`config.mk`:
```
export PLATFORM = sky130hd
export DESIGN_NAME = ipcfe_front
export DESIGN_NICKNAME = d
export VERILOG_FILES = /design/src/rtl/core/ipcfe_pkg.sv /design/src/rtl/core/ipcfe_front.sv
export SDC_FILE = /design/constraint.sdc
export NUM_CORES = 1
export LEC_CHECK = 0
export BUFFER_PORTS_ARGS = -buffer_cell sky130_fd_sc_hd__buf_2
export CAP_MARGIN = 20
export CORE_UTILIZATION = 43
export CTS_BUF_LIST = sky130_fd_sc_hd__clkbuf_4
export DETAILED_ROUTE_END_ITERATION = 10
export GPL_TIMING_DRIVEN = 0
export HOLD_SLACK_MARGIN = 0.12
export PLACE_DENSITY_LB_ADDON = 0.12
export SYNTH_ARGS = -nofsm -noshare
export SYNTH_HDL_FRONTEND = slang
export SYNTH_SLANG_ARGS = --single-unit
```
`constraint.sdc`:
```
create_clock -name i_clk -period 6.4 [get_ports i_clk]
set_input_delay 0.32 -clock i_clk [delete_from_list [all_inputs] [get_ports i_clk]]
set_output_delay 0.32 -clock i_clk [all_outputs]
set_load 0.03 [all_outputs]
```
`src/rtl/core/ipcfe_pkg.sv`:
```
`default_nettype none
// ----------------------------------------------------------------------------
// ipcfe_pkg
// Shared types and constants of the address cache with FIFO replacement
// and age-based expiry.
// ----------------------------------------------------------------------------
package ipcfe_pkg;

    localparam int BLOCKS   = 256;
    localparam int WAYS     = 16;
    localparam int BLK_W    = (BLOCKS > 1) ? $clog2(BLOCKS) : 1;
    localparam int WAY_W    = (WAYS > 1) ? $clog2(WAYS) : 1;
    localparam int FILL_W   = $clog2(WAYS + 1);
    localparam int ENT_W    = 32 + 16 + 32;
    localparam int ROW_W    = WAYS * ENT_W;
    localparam int META_W   = WAYS + FILL_W + WAY_W;

    localparam logic [1:0] REG_PORT_CMP = 2'd0;
    localparam logic [1:0] REG_STALE    = 2'd1;

    localparam logic [15:0] STALE_RESET = 16'd1800;

    typedef enum logic [1:0] {
        FN_LOOKUP = 2'd0,
        FN_TOUCH  = 2'd1,
        FN_ADD    = 2'd2,
        FN_DELETE = 2'd3
    } t_func;

    typedef enum logic {
        BS_IDLE = 1'b0,
        BS_EVAL = 1'b1
    } t_bstate;

    typedef struct packed {
        t_func       func;
        logic [31:0] addr;
        logic [15:0] port;
        logic [31:0] now;
    } t_job;

    typedef struct packed {
        logic        port_cmp;
        logic [15:0] stale;
    } t_cfg;

endpackage
`default_nettype wire

```
`src/rtl/core/ipcfe_front.sv`:
```
`default_nettype none
// ----------------------------------------------------------------------------
// ipcfe_front
// Request intake: decodes the request kind and holds up to two pending
// transactions for the cache engine.
// ----------------------------------------------------------------------------
module ipcfe_front (
    input  wire logic            i_clk,
    input  wire logic            i_rst_n,
    input  wire logic            i_valid,
    output logic                 o_ready,
    input  wire logic [1:0]      i_func,
    input  wire logic [31:0]     i_ip_addr,
    input  wire logic [15:0]     i_port_num,
    input  wire logic [31:0]     i_now_seconds,
    output logic                 o_job_valid,
    output ipcfe_pkg::t_job      o_job,
    input  wire logic            i_job_pop
);
    import ipcfe_pkg::*;

    t_job       r_q [2];
    logic       r_wptr, r_rptr;
    logic [1:0] r_cnt;
    logic       push;
    t_job       job_in;

    assign o_ready     = (r_cnt != 2'd2);
    assign push        = i_valid && o_ready;
    assign o_job_valid = (r_cnt != 2'd0);
    assign o_job       = r_q[r_rptr];

    always_comb begin
        job_in.func = t_func'(i_func);
        job_in.addr = i_ip_addr;
        job_in.port = i_port_num;
        job_in.now  = i_now_seconds;
    end

    always_ff @(posedge i_clk) begin
        if (push) begin
            r_q[r_wptr] <= job_in;
        end
    end

    always_ff @(posedge i_clk) begin
        if (!i_rst_n) begin
            r_wptr <= 1'b0;
            r_rptr <= 1'b0;
            r_cnt  <= 2'd0;
        end else begin
            if (push) begin
                r_wptr <= ~r_wptr;
            end
            if (i_job_pop) begin
                r_rptr <= ~r_rptr;
            end
            case ({push, i_job_pop})
                2'b10:   r_cnt <= r_cnt + 2'd1;
                2'b01:   r_cnt <= r_cnt - 2'd1;
                default: r_cnt <= r_cnt;
            endcase
        end
    end
endmodule
`default_nettype wire

```
==> flow_metrics.env, run 1 <==
export IMPL_cts_root_buf="clkbuf_4"
export IMPL_arrival_ps=1930
export IMPL_start_kind="flip-flop"
export IMPL_finalHoldViolCount=0
export IMPL_grt_max_degree=45
export IMPL_synth_avg_cell_area_um2=22.09
export IMPL_min_path_type="in2reg"
export IMPL_final_nets=641
export IMPL_drive_gt1_share_pct=51.59
export IMPL_synth_cells=278
export IMPL_first_pass_iters=4
export IMPL_finalMaxSlewViolations=0
export IMPL_diodes=0
export IMPL_die_h_um=121.5
export IMPL_maxCapViolCount=0
export IMPL_cts_sinks=169
export IMPL_yosysMostFrequentCell="edfxtp_1"
export IMPL_drt_wl_total_mm=11.14
export IMPL_fill_cells=1079
export IMPL_cp_data_required_time_ps=6080
export IMPL_ir_drop_mv=0.1599
export IMPL_routabilityCongestion=0.6688
export IMPL_grt_setup_unrepaired="no"
export IMPL_antenna_found_initial=0
export IMPL_yosysSeqAreaShare_pct=81.83
export IMPL_synth_edf_count=164
export IMPL_layout_cells_non_filler=746
export IMPL_wl_per_cell_um=14.93
export IMPL_grt_usage_pct=16.02
export IMPL_via_per_inst=4.588
export IMPL_rows=43
export IMPL_drtIter0Drc=218
export IMPL_fin_setup_tns_ps=0
export IMPL_pin_count=170
export IMPL_htree_levels=4
export IMPL_ys_ff_latch=169
export IMPL_start_util_pct=44.24
export IMPL_drc=0
export IMPL_core_area_um2=13880
export IMPL_rrSetupSlack_ps=4480
export IMPL_powerDensity_nw_per_um2=294.7
export IMPL_relSlewSlack_pct=57.74
export IMPL_ant_nets=0
export IMPL_clock_fmax_ghz=0.4449
export IMPL_placed_cells=629
export IMPL_placed_area_um2=7274
export IMPL_synth_common_cells="edfxtp_1, mux2_2, buf_4"
export IMPL_netlist_area_um2=6141
export IMPL_numCtsBuffers=17
export IMPL_worst_path_largest_cell_delay_ps=350
export IMPL_setup_viol=0
export IMPL_cts_clk_slew_worst_paths_ps=120
export IMPL_async_flop_share_pct=0
export IMPL_cpMaxStageDelayCell="mux2_2"
export IMPL_ys_types=20
export IMPL_critical_path_cell_chain="buf_2, buf_4, mux2_2, buf_2"
export IMPL_clock_skew_ps=14.02
export IMPL_port_buffers=169
export IMPL_die_w_um=121.5
export IMPL_worstSetupPathType="reg2out"
export IMPL_crit_family="buffers and inverters"
export IMPL_ys_flop_type="edfxtp_1"
export IMPL_crit_top_cell="buf_2"
export IMPL_cts_buffer_depth=2
export IMPL_area_delta_synth_final_pct=37.35
export IMPL_leakagePower_nw=3.191
export IMPL_yosys_warnings=0
export IMPL_tightestPinTransition_ps=633.9
export IMPL_place_hpwl_mm=6.931
export IMPL_synth_top_cell_by_area="edfxtp_1"
export IMPL_grt_pass1_vias=3581
export IMPL_crit_buf_inv=3
export IMPL_synth_area_leaders="edfxtp_1, mux2_2, dfxtp_1"
export IMPL_grt_pass1_wl_mm=17.31
export IMPL_critPathMaxFanout=10
export IMPL_grt_overflow_total=0
export IMPL_synth_top_area_share_pct=80.20
export IMPL_vias=3423
export IMPL_status="completed"
export IMPL_layout_min_cycle_time_ps=2248
export IMPL_finalCritPeriodShare_pct=35.12
export IMPL_finish_instance_area_um2=8434
export IMPL_syn_nets=365
export IMPL_dieArea_um2=14760
export IMPL_worst_setup_path_end_kind="output port"
export IMPL_insertion_delay_ps=540
export IMPL_cts_tree="done"
state kept, by name, summed over array words and instances, names as in the netlist, named ones only:
register and cells:
r_q 164, r_cnt 2, r_rptr 1, r_wptr 1
stage by stage:
stage                     hold slack (ps)  util, %  setup slack (ps)  total power, mW
after global placement              477.7    51.96              2221            1.834
after detailed placement            505.0    52.41              4462            1.842
after CTS                           434.0    60.76              4045            2.522
after floorplan                     418.9        -              3182            1.693
after global routing                429.7    60.76              3989            2.595
final                               498.7    60.76              4152            2.486
layout by cell type (no fill, tap or decap):
| cell type | Yosys | final |
|---|---|---|
| buf_4 | 8 | 8 |
| bufinv_16 | 0 | 4 |
| nand3b_1 | 1 | 1 |
| or3_1 | 1 | 1 |
| or2_2 | 1 | 1 |
| dlygate4sd3_1 | 0 | 86 |
| ha_1 | 1 | 1 |
| xnor2_1 | 2 | 2 |
| buf_2 | 1 | 170 |
| buf_16 | 0 | 2 |
| and2_1 | 3 | 3 |
| xor2_1 | 1 | 1 |
| dfxtp_1 | 5 | 5 |
| clkbuf_4 | 0 | 19 |
| clkinvlp_4 | 0 | 1 |
| edfxtp_1 | 164 | 164 |
| nand2b_1 | 1 | 1 |
| a21bo_2 | 1 | 1 |
| clkinv_2 | 0 | 2 |
| a21boi_0 | 1 | 1 |
| and3_4 | 0 | 1 |
| a21boi_1 | 1 | 1 |
| clkinv_1 | 0 | 5 |
| inv_4 | 0 | 1 |
| nand2_1 | 1 | 1 |
| mux2_2 | 82 | 82 |
| o21ai_0 | 1 | 1 |
where the power goes:
group / internal [mW] / switching [mW]
sequential: 1.33 / 0.0208
clock: 0.309 / 0.327
combinational: 0.196 / 0.306
kinds of logic (layout without fill, tap and decap cells):
kind of cell / after synthesis / count (layout) / synth area share (%)
xor gates and xnor gates: 3 / 3 / 0.4280
DFF: 169 / 169 / 81.83
and+or+nand+nor: 9 / 9 / 0.8968
muxes: 82 / 82 / 15.04
buffers and inverters: 10 / 298 / 1.121
AOI/OAI and AO/OA: 4 / 4 / 0.4890
adders and majority gates: 1 / 1 / 0.2037
routing by layer:
metal,share of wire [%],GRT usage (%)
met2,51,26.88
met3,6.3,5.592
met1,41,18.31
met4,1.8,7.562
met5,0,0
path summary, 6_finish.rpt:
path / startpoint / end / depth (start not counted)
setup / recovery: flip-flop / o_job[23] / 4
hold / removal: i_ip_addr[10] / r_q[0][58]$_DFFE_PP_ / 2
setup reg to reg: r_cnt[0]$_SDFFE_PN0P_ / r_q[1][51]$_DFFE_PP_ / 3
hold reg to reg: r_cnt[1]$_SDFFE_PN0P_ / r_cnt[1]$_SDFFE_PN0P_ / 2
final cells by class:
| class | count | area (um2) | share of cell area [%] |
|---|---|---|---|
| plain buffers | 9 | 65.06 | 0.7714 |
| clock buffers | 19 | 142.6 | 1.691 |
| clock inverters | 12 | 156.4 | 1.854 |
| inverters | 1 | 6.256 | 0.07417 |
| multi-input cells | 99 | 1052 | 12.48 |
| flip-flops and latches | 169 | 5025 | 59.58 |
| well taps | 180 | 225.2 | 2.670 |
| repair buffers | 257 | 1762 | 20.89 |
repair_timing:
item / 4_1_cts / 5_1_grt
hold buffers: 86 / 0
hold endpoints to repair: 169 / 0
buffers inserted: 0 / 0
endpoints found under the setup margin: 0 / 0
gates resized for setup: 0 / 0
No activity file was read; power rests on OpenSTA's default activity.
==> inputs of run 2 (changes only) <==
==> constraint.sdc (replaced) <==
create_clock -name i_clk -period 2.28 [get_ports i_clk]
set_input_delay 0.114 -clock i_clk [delete_from_list [all_inputs] [get_ports i_clk]]
set_output_delay 0.114 -clock i_clk [all_outputs]
set_load 0.03 [all_outputs]
==> run 2 against run 1 <==
Die area stayed put. Final cell count rose by 0.40%. Combinational power rose to 2.8 times the previous value. Sequential cell count is the same. Power increased to 2.8 times the previous value. Critical endpoint is now o_job[26]. Largest cell class unchanged. Highest routed layer unchanged.
==> flow_metrics.env, run 2 (synthesized netlist as in run 1, its figures left out) <==
export IMPL_cts_hold_buf=86
export IMPL_grt_usage_pct=16.49
export IMPL_ant_nets=0
export IMPL_via_per_inst=4.633
export IMPL_setup_viol=0
export IMPL_final_cell_mix="buf_2, edfxtp_1, dlygate4sd3_1"
export IMPL_power_frac_comb_pct=20.2
export IMPL_largest_register="r_q"
export IMPL_antenna_found_initial=1
export IMPL_maxCapViolCount=0
export IMPL_powerDensity_nw_per_um2=832.9
export IMPL_r2r_worst_path_cells=5
export IMPL_min_path_type="in2reg"
export IMPL_area_delta_synth_final_pct=38.10
export IMPL_start_util_pct=44.24
export IMPL_hold_depth=2
export IMPL_cts_buffer_depth=2
export IMPL_cts_repair_resized=0
export IMPL_clock_skew_ps=20.50
export IMPL_insertion_delay_ps=550
export IMPL_die_w_um=121.5
export IMPL_cts_tree="done"
export IMPL_worstSetupPathType="reg2out"
export IMPL_tightestPinTransition_ps=515.7
export IMPL_status="completed"
export IMPL_port_buffers=169
export IMPL_grt_pass1_wl_mm=17.71
export IMPL_layout_min_cycle_time_ps=2065
export IMPL_drc=0
export IMPL_grt_setup_unrepaired="no"
export IMPL_seqCellArea_um2=5026
export IMPL_clock_fmax_ghz=0.4844
export IMPL_dieArea_um2=14760
export IMPL_pwr_share_clk_pct=26.2
export IMPL_finalMaxSlewViolations=0
export IMPL_fin_setup_tns_ps=0
export IMPL_relSlewSlack_pct=65.55
export IMPL_drtIter0Drc=187
export IMPL_routabilityCongestion=0.6573
export IMPL_htree_levels=4
export IMPL_grt_overflow_total=0
export IMPL_timing_hold_ws_ps=285.1
export IMPL_vias=3470
export IMPL_cts_clk_slew_worst_paths_ps=130
export IMPL_cts_sinks=169
export IMPL_power_switching_mw=1.889
export IMPL_start_kind="flip-flop"
export IMPL_p_sw_share_pct=26.74
export IMPL_layout_commonest_cell="buf_2"
export IMPL_top_regs="r_q (164), r_cnt (2)"
export IMPL_fin_util_pct=61.10
export IMPL_pin_count=170
export IMPL_preCtsSetupSlack_ps=285.4
export IMPL_fill_cells=1061
export IMPL_wl_per_cell_um=15.20
export IMPL_critPathMaxFanout=10
export IMPL_core_area_um2=13880
export IMPL_worst_slack_ps=215.5
export IMPL_grt_pass1_vias=3719
export IMPL_arrival_ps=1950
export IMPL_ir_drop_mv=0.4485
export IMPL_p_total_mw=7.064
export IMPL_finalCritPeriodShare_pct=90.55
export IMPL_worst_setup_path_end_kind="output port"
export IMPL_drive_gt1_share_pct=52.46
export IMPL_drt_wl_total_mm=11.39
export IMPL_largest_reg_flops=164
export IMPL_p_seq_share_pct=53.6
export IMPL_leakagePower_nw=3.201
export IMPL_internal_power_mw=5.175
export IMPL_place_hpwl_mm=7.073
export IMPL_finalHoldViolCount=0
export IMPL_rows=43
export IMPL_die_h_um=121.5
export IMPL_postCtsSetupBuffers=0
export IMPL_first_pass_iters=4
export IMPL_grt_max_degree=62
export IMPL_multi_input_area_um2=1060
export IMPL_final_nets=642
export IMPL_numCtsBuffers=17
export IMPL_cts_root_buf="clkbuf_4"
export IMPL_cp_data_required_time_ps=2170
run 2: cell types whose count changed in the layout (fill, tap and decap cells not counted), moves of 2 or more:
| cell | before | now |
|---|---|---|
| clkinv_1 | 5 | 3 |
| clkinv_4 | 0 | 3 |
| clkinvlp_4 | 1 | 3 |
| buf_12 | 0 | 2 |
run 2: final timing paths:
kind / from / to / slack [ps]
worst max-delay path: flip-flop / o_job[26] / 220
worst min-delay path: i_ip_addr[4] / r_q[1][52]$_DFFE_PP_ / 290
worst min register to register: r_cnt[1]$_SDFFE_PN0P_ / r_cnt[1]$_SDFFE_PN0P_ / 560
worst max register to register: r_cnt[0]$_SDFFE_PN0P_ / r_q[0][19]$_DFFE_PP_ / 320
run 2: layout make-up:
type                    instances  area share [%]
repair buffers                258           20.92
plain buffers                   9          0.7672
clock inverters                13           2.095
diodes                          1         0.02951
multi-input cells              99           12.50
inverters                       1         0.08852
clock buffers                  19           1.682
flip-flops and latches        169           59.27
well taps                     180           2.656
run 2: power groups by stage:
stage                     sequential [mW]  clock [mW]  combinational [mW]
after floorplan                      3.85           0               0.900
after global placement               3.87           0                1.27
after detailed placement             3.86           0                1.32
after CTS                            3.79        1.92                1.44
after global routing                 3.82        2.04                1.52
final                                3.79        1.85                1.42
run 2: layer usage:
metal	track usage (%)	wire length [um]	vias to the layer above	share of wire, %
met1	17.48	4397	1654	39
li1	-	-	1661	-
met2	28.16	5829	136	51
met5	0	0	-	0
met3	6.908	956	19	8.4
met4	8.102	204	0	1.8
run 2: through the flow:
| stage | cell area (um2) | std cells |
|---|---|---|
| floorplan | 6155 | 278 |
| global placement | 7226 | 627 |
| detailed placement | 7297 | 630 |
| CTS | 8478 | 748 |
| global route | 8481 | 749 |
| finish | 8481 | 749 |
run 2: worst max-delay path, cell delays in order (launching register included):
cell	delay, ps
dfxtp_1	320
buf_2	290
buf_4	270
mux2_2	350
buf_2	180
==> inputs of run 3 (changes only) <==
--- a/config.mk
+++ b/config.mk
@@ -5,6 +5,7 @@
 export SDC_FILE = /design/constraint.sdc
 export NUM_CORES = 1
 export LEC_CHECK = 0
+export ABC_AREA = 1
 export BUFFER_PORTS_ARGS = -buffer_cell sky130_fd_sc_hd__buf_2
 export CAP_MARGIN = 20
 export CORE_UTILIZATION = 43
@@ -13,6 +14,7 @@
 export GPL_TIMING_DRIVEN = 0
 export HOLD_SLACK_MARGIN = 0.12
 export PLACE_DENSITY_LB_ADDON = 0.12
+export SLEW_MARGIN = 10
 export SYNTH_ARGS = -nofsm -noshare
 export SYNTH_HDL_FRONTEND = slang
 export SYNTH_SLANG_ARGS = --single-unit
==> run 3 against run 2 <==
Clock skew fell by 9.0 ps. Largest power group unchanged. The flow now finishes with violations (design-rule violations). Critical path depth did not move. Sequential power fell by 2%. Combinational power fell by 4%. Worst setup slack improved by 160 ps. Hold slack improved by 1.7 ps. Area after synthesis rose by 6.6%. Design area rose by 5.7%. Utilization fell by 0.14 points.
==> flow_metrics.env, run 3 <==
export IMPL_status="finished, violations left"
export IMPL_violations="design-rule violations"
export IMPL_relSlewSlack_pct=54.73
export IMPL_finalHoldViolCount=0
export IMPL_syn_nets=376
export IMPL_rows=44
export IMPL_largest_reg_flops=164
export IMPL_synth_avg_cell_area_um2=22.65
export IMPL_fin_setup_tns_ps=0
export IMPL_cts_tree="done"
export IMPL_ys_flop_type="edfxtp_1"
export IMPL_core_area_um2=14700
export IMPL_area_delta_synth_final_pct=36.90
export IMPL_final_cell_mix="buf_2, edfxtp_1, dlygate4sd3_1"
export IMPL_grt_overflow_total=0
export IMPL_largest_register="r_q"
export IMPL_grt_setup_unrepaired="no"
export IMPL_cp_data_required_time_ps=2170
export IMPL_port_buffers=169
export IMPL_crit_buf_inv=3
export IMPL_ir_drop_mv=0.4155
export IMPL_finalMaxSlewViolations=0
export IMPL_routabilityCongestion=0.6331
export IMPL_synth_common_cells="edfxtp_1, mux2_4, nand2_1, nor2_1, buf_12"
export IMPL_htree_levels=4
export IMPL_synth_area_mux_share_pct=18.70
export IMPL_die_h_um=125.4
export IMPL_top_regs="r_q (164), r_cnt (2)"
export IMPL_met1_usage_pct=17.54
export IMPL_worst_r2r_endpoint="r_q[0][51]$_DFFE_PP_"
export IMPL_synth_top_area_share_pct=75.24
export IMPL_synth_compound_area_share_pct=0.1529
export IMPL_first_pass_iters=10
export IMPL_synth_cells=289
export IMPL_yosysMostFrequentCell="edfxtp_1"
export IMPL_cts_buffer_depth=2
export IMPL_async_flop_share_pct=0
export IMPL_arrival_ps=1790
export IMPL_start_util_pct=44.53
export IMPL_clock_skew_ps=11.47
export IMPL_postCtsSetupBuffers=0
export IMPL_ys_types=14
export IMPL_ant_nets=0
export IMPL_antenna_found_initial=1
export IMPL_final_nets=657
export IMPL_synthXorXnorAreaFrac_pct=0
export IMPL_min_from="i_port_num[3]"
export IMPL_hold_end="r_q[1][35]$_DFFE_PP_"
export IMPL_pin_count=170
export IMPL_rrSetupSlack_ps=570
export IMPL_synth_area_leaders="edfxtp_1, mux2_4, buf_12"
export IMPL_yosysSeqAreaShare_pct=76.77
export IMPL_busiest_layer="met2"
export IMPL_placed_cells=648
export IMPL_synth_simple_gate_area_share_pct=1.338
export IMPL_clock_fmax_ghz=0.5238
export IMPL_cts_repair_resized=0
export IMPL_wl_per_cell_um=15.46
export IMPL_vias=3543
export IMPL_setup_viol=0
export IMPL_hold_depth=2
export IMPL_finalCritPeriodShare_pct=83.73
export IMPL_cpMaxStageDelayCell="dfxtp_1"
export IMPL_multi_input_area_um2=1364
export IMPL_layout_min_cycle_time_ps=1909
export IMPL_drive_gt1_share_pct=52.14
export IMPL_fill_cells=1126
export IMPL_synth_top_family_by_area="multiplexers"
export IMPL_seqCellArea_um2=5026
export IMPL_start_kind="flip-flop"
export IMPL_reg2reg_from="r_cnt[0]$_SDFFE_PN0P_"
export IMPL_min_path_type="in2reg"
export IMPL_drt_wl_total_mm=11.87
export IMPL_worstSetupPathType="reg2out"
export IMPL_worst_setup_path_end_kind="output port"
export IMPL_crit_family="buffers and inverters"
export IMPL_grt_use_met2_pct=28.23
export IMPL_critical_path_cell_chain="buf_6, buf_12, mux2_4, buf_2"
export IMPL_grt_usage_pct=16.07
export IMPL_powerDensity_nw_per_um2=768.3
export IMPL_worst_path_largest_cell_delay_ps=340
export IMPL_drc=13
export IMPL_grt_max_degree=28
export IMPL_cts_sinks=169
export IMPL_dieArea_um2=15720
export IMPL_tightestPinTransition_ps=677.4
export IMPL_insertion_delay_ps=540
export IMPL_cts_root_buf="clkbuf_4"
export IMPL_die_w_um=125.4
export IMPL_r2r_worst_path_cells=5
export IMPL_synthAdderAreaFrac_pct=0.1912
export IMPL_grt_pass1_vias=3792
export IMPL_maxCapViolCount=0
export IMPL_numCtsBuffers=17
export IMPL_layout_commonest_cell="buf_2"
export IMPL_synth_top_cell_by_area="edfxtp_1"
export IMPL_layout_cells_non_filler=768
export IMPL_place_hpwl_mm=7.514
export IMPL_leakagePower_nw=3.579
export IMPL_ys_ff_latch=169
export IMPL_yosys_warnings=0
export IMPL_synth_edf_count=164
export IMPL_use_met3_pct=6.247
export IMPL_via_per_inst=4.613
export IMPL_cts_hold_buf=87
export IMPL_netlist_area_um2=6545
export IMPL_grt_pass1_wl_mm=18.77
export IMPL_cts_clk_slew_worst_paths_ps=130
export IMPL_drtIter0Drc=220
export IMPL_critPathMaxFanout=10
## run 3: cell count changes after synthesis, moves of 2 or more
cell	delta
nand2_1	+9
inv_1	+3
mux2_4	+80
xnor2_1	-2
buf_12	+8
buf_4	-8
and2_1	-3
mux2_2	-80
nor2_1	+10
## run 3: cells by family (layout without fill, tap and decap cells)
family	after synthesis	count (layout)
compound gates	2	2
fa+ha+maj	1	1
buf+inv	13	307
flops	169	169
mux	82	82
other cells	0	1
simple gates	22	22
## run 3: how the worst max path moves through the flow
| stage | from | end | cells after the start |
|---|---|---|---|
| floorplan | r_cnt[0]$_SDFFE_PN0P_ | r_q[1][0]$_DFFE_PP_ | 4 |
| global placement | r_cnt[0]$_SDFFE_PN0P_ | r_q[1][77]$_DFFE_PP_ | 4 |
| detailed placement | r_cnt[0]$_SDFFE_PN0P_ | r_q[0][25]$_DFFE_PP_ | 5 |
| CTS | flip-flop | o_job[65] | 4 |
| global route | flip-flop | o_job[4] | 4 |
| finish | flip-flop | o_job[65] | 4 |
## run 3: layout make-up
class                      count  share of cell area [%]
sequential                   169                   56.10
timing repair buffer         262                   20.58
multi-input combinational    107                   15.22
tap                          184                   2.569
buffer                         9                   1.913
clock buffer                  21                   1.760
clock inverter                11                   1.662
inverter                       4                  0.1676
antenna                        1                 0.02793
## run 3: metrics by stage
step / instance area [um2] / power (mW) / utilization, % / hold WS (ps) / setup slack [ps]
3_3_place_gp: 7652 / 4.995 / 52.06 / 301.0 / -654.0
5_1_grt: 8960 / 7.189 / 60.96 / 196.6 / 226.9
3_5_place_dp: 7780 / 5.064 / 52.93 / 305.5 / 562.3
6_report: 8960 / 6.884 / 60.96 / 286.8 / 371.0
4_1_cts: 8957 / 6.976 / 60.94 / 223.2 / 292.4
2_1_floorplan: 6576 / 4.669 / - / 212.9 / 22.72
## run 3: power breakdown
part	switching (mW)	leakage, nW	total (mW)	internal [mW]
clock	0.980	0.150	1.79	0.807
combinational	0.750	1.86	1.36	0.612
sequential	0.0601	1.57	3.73	3.67
total	1.79	3.58	6.88	5.09
## run 3: per-layer routing
layer | wire (um) | vias up | share of wire, %
li1 | - | 1696 | -
met1 | 4687 | 1721 | 39
met2 | 6204 | 113 | 52
met3 | 802 | 13 | 6.8
met4 | 175 | 0 | 1.5
met5 | 0 | - | 0
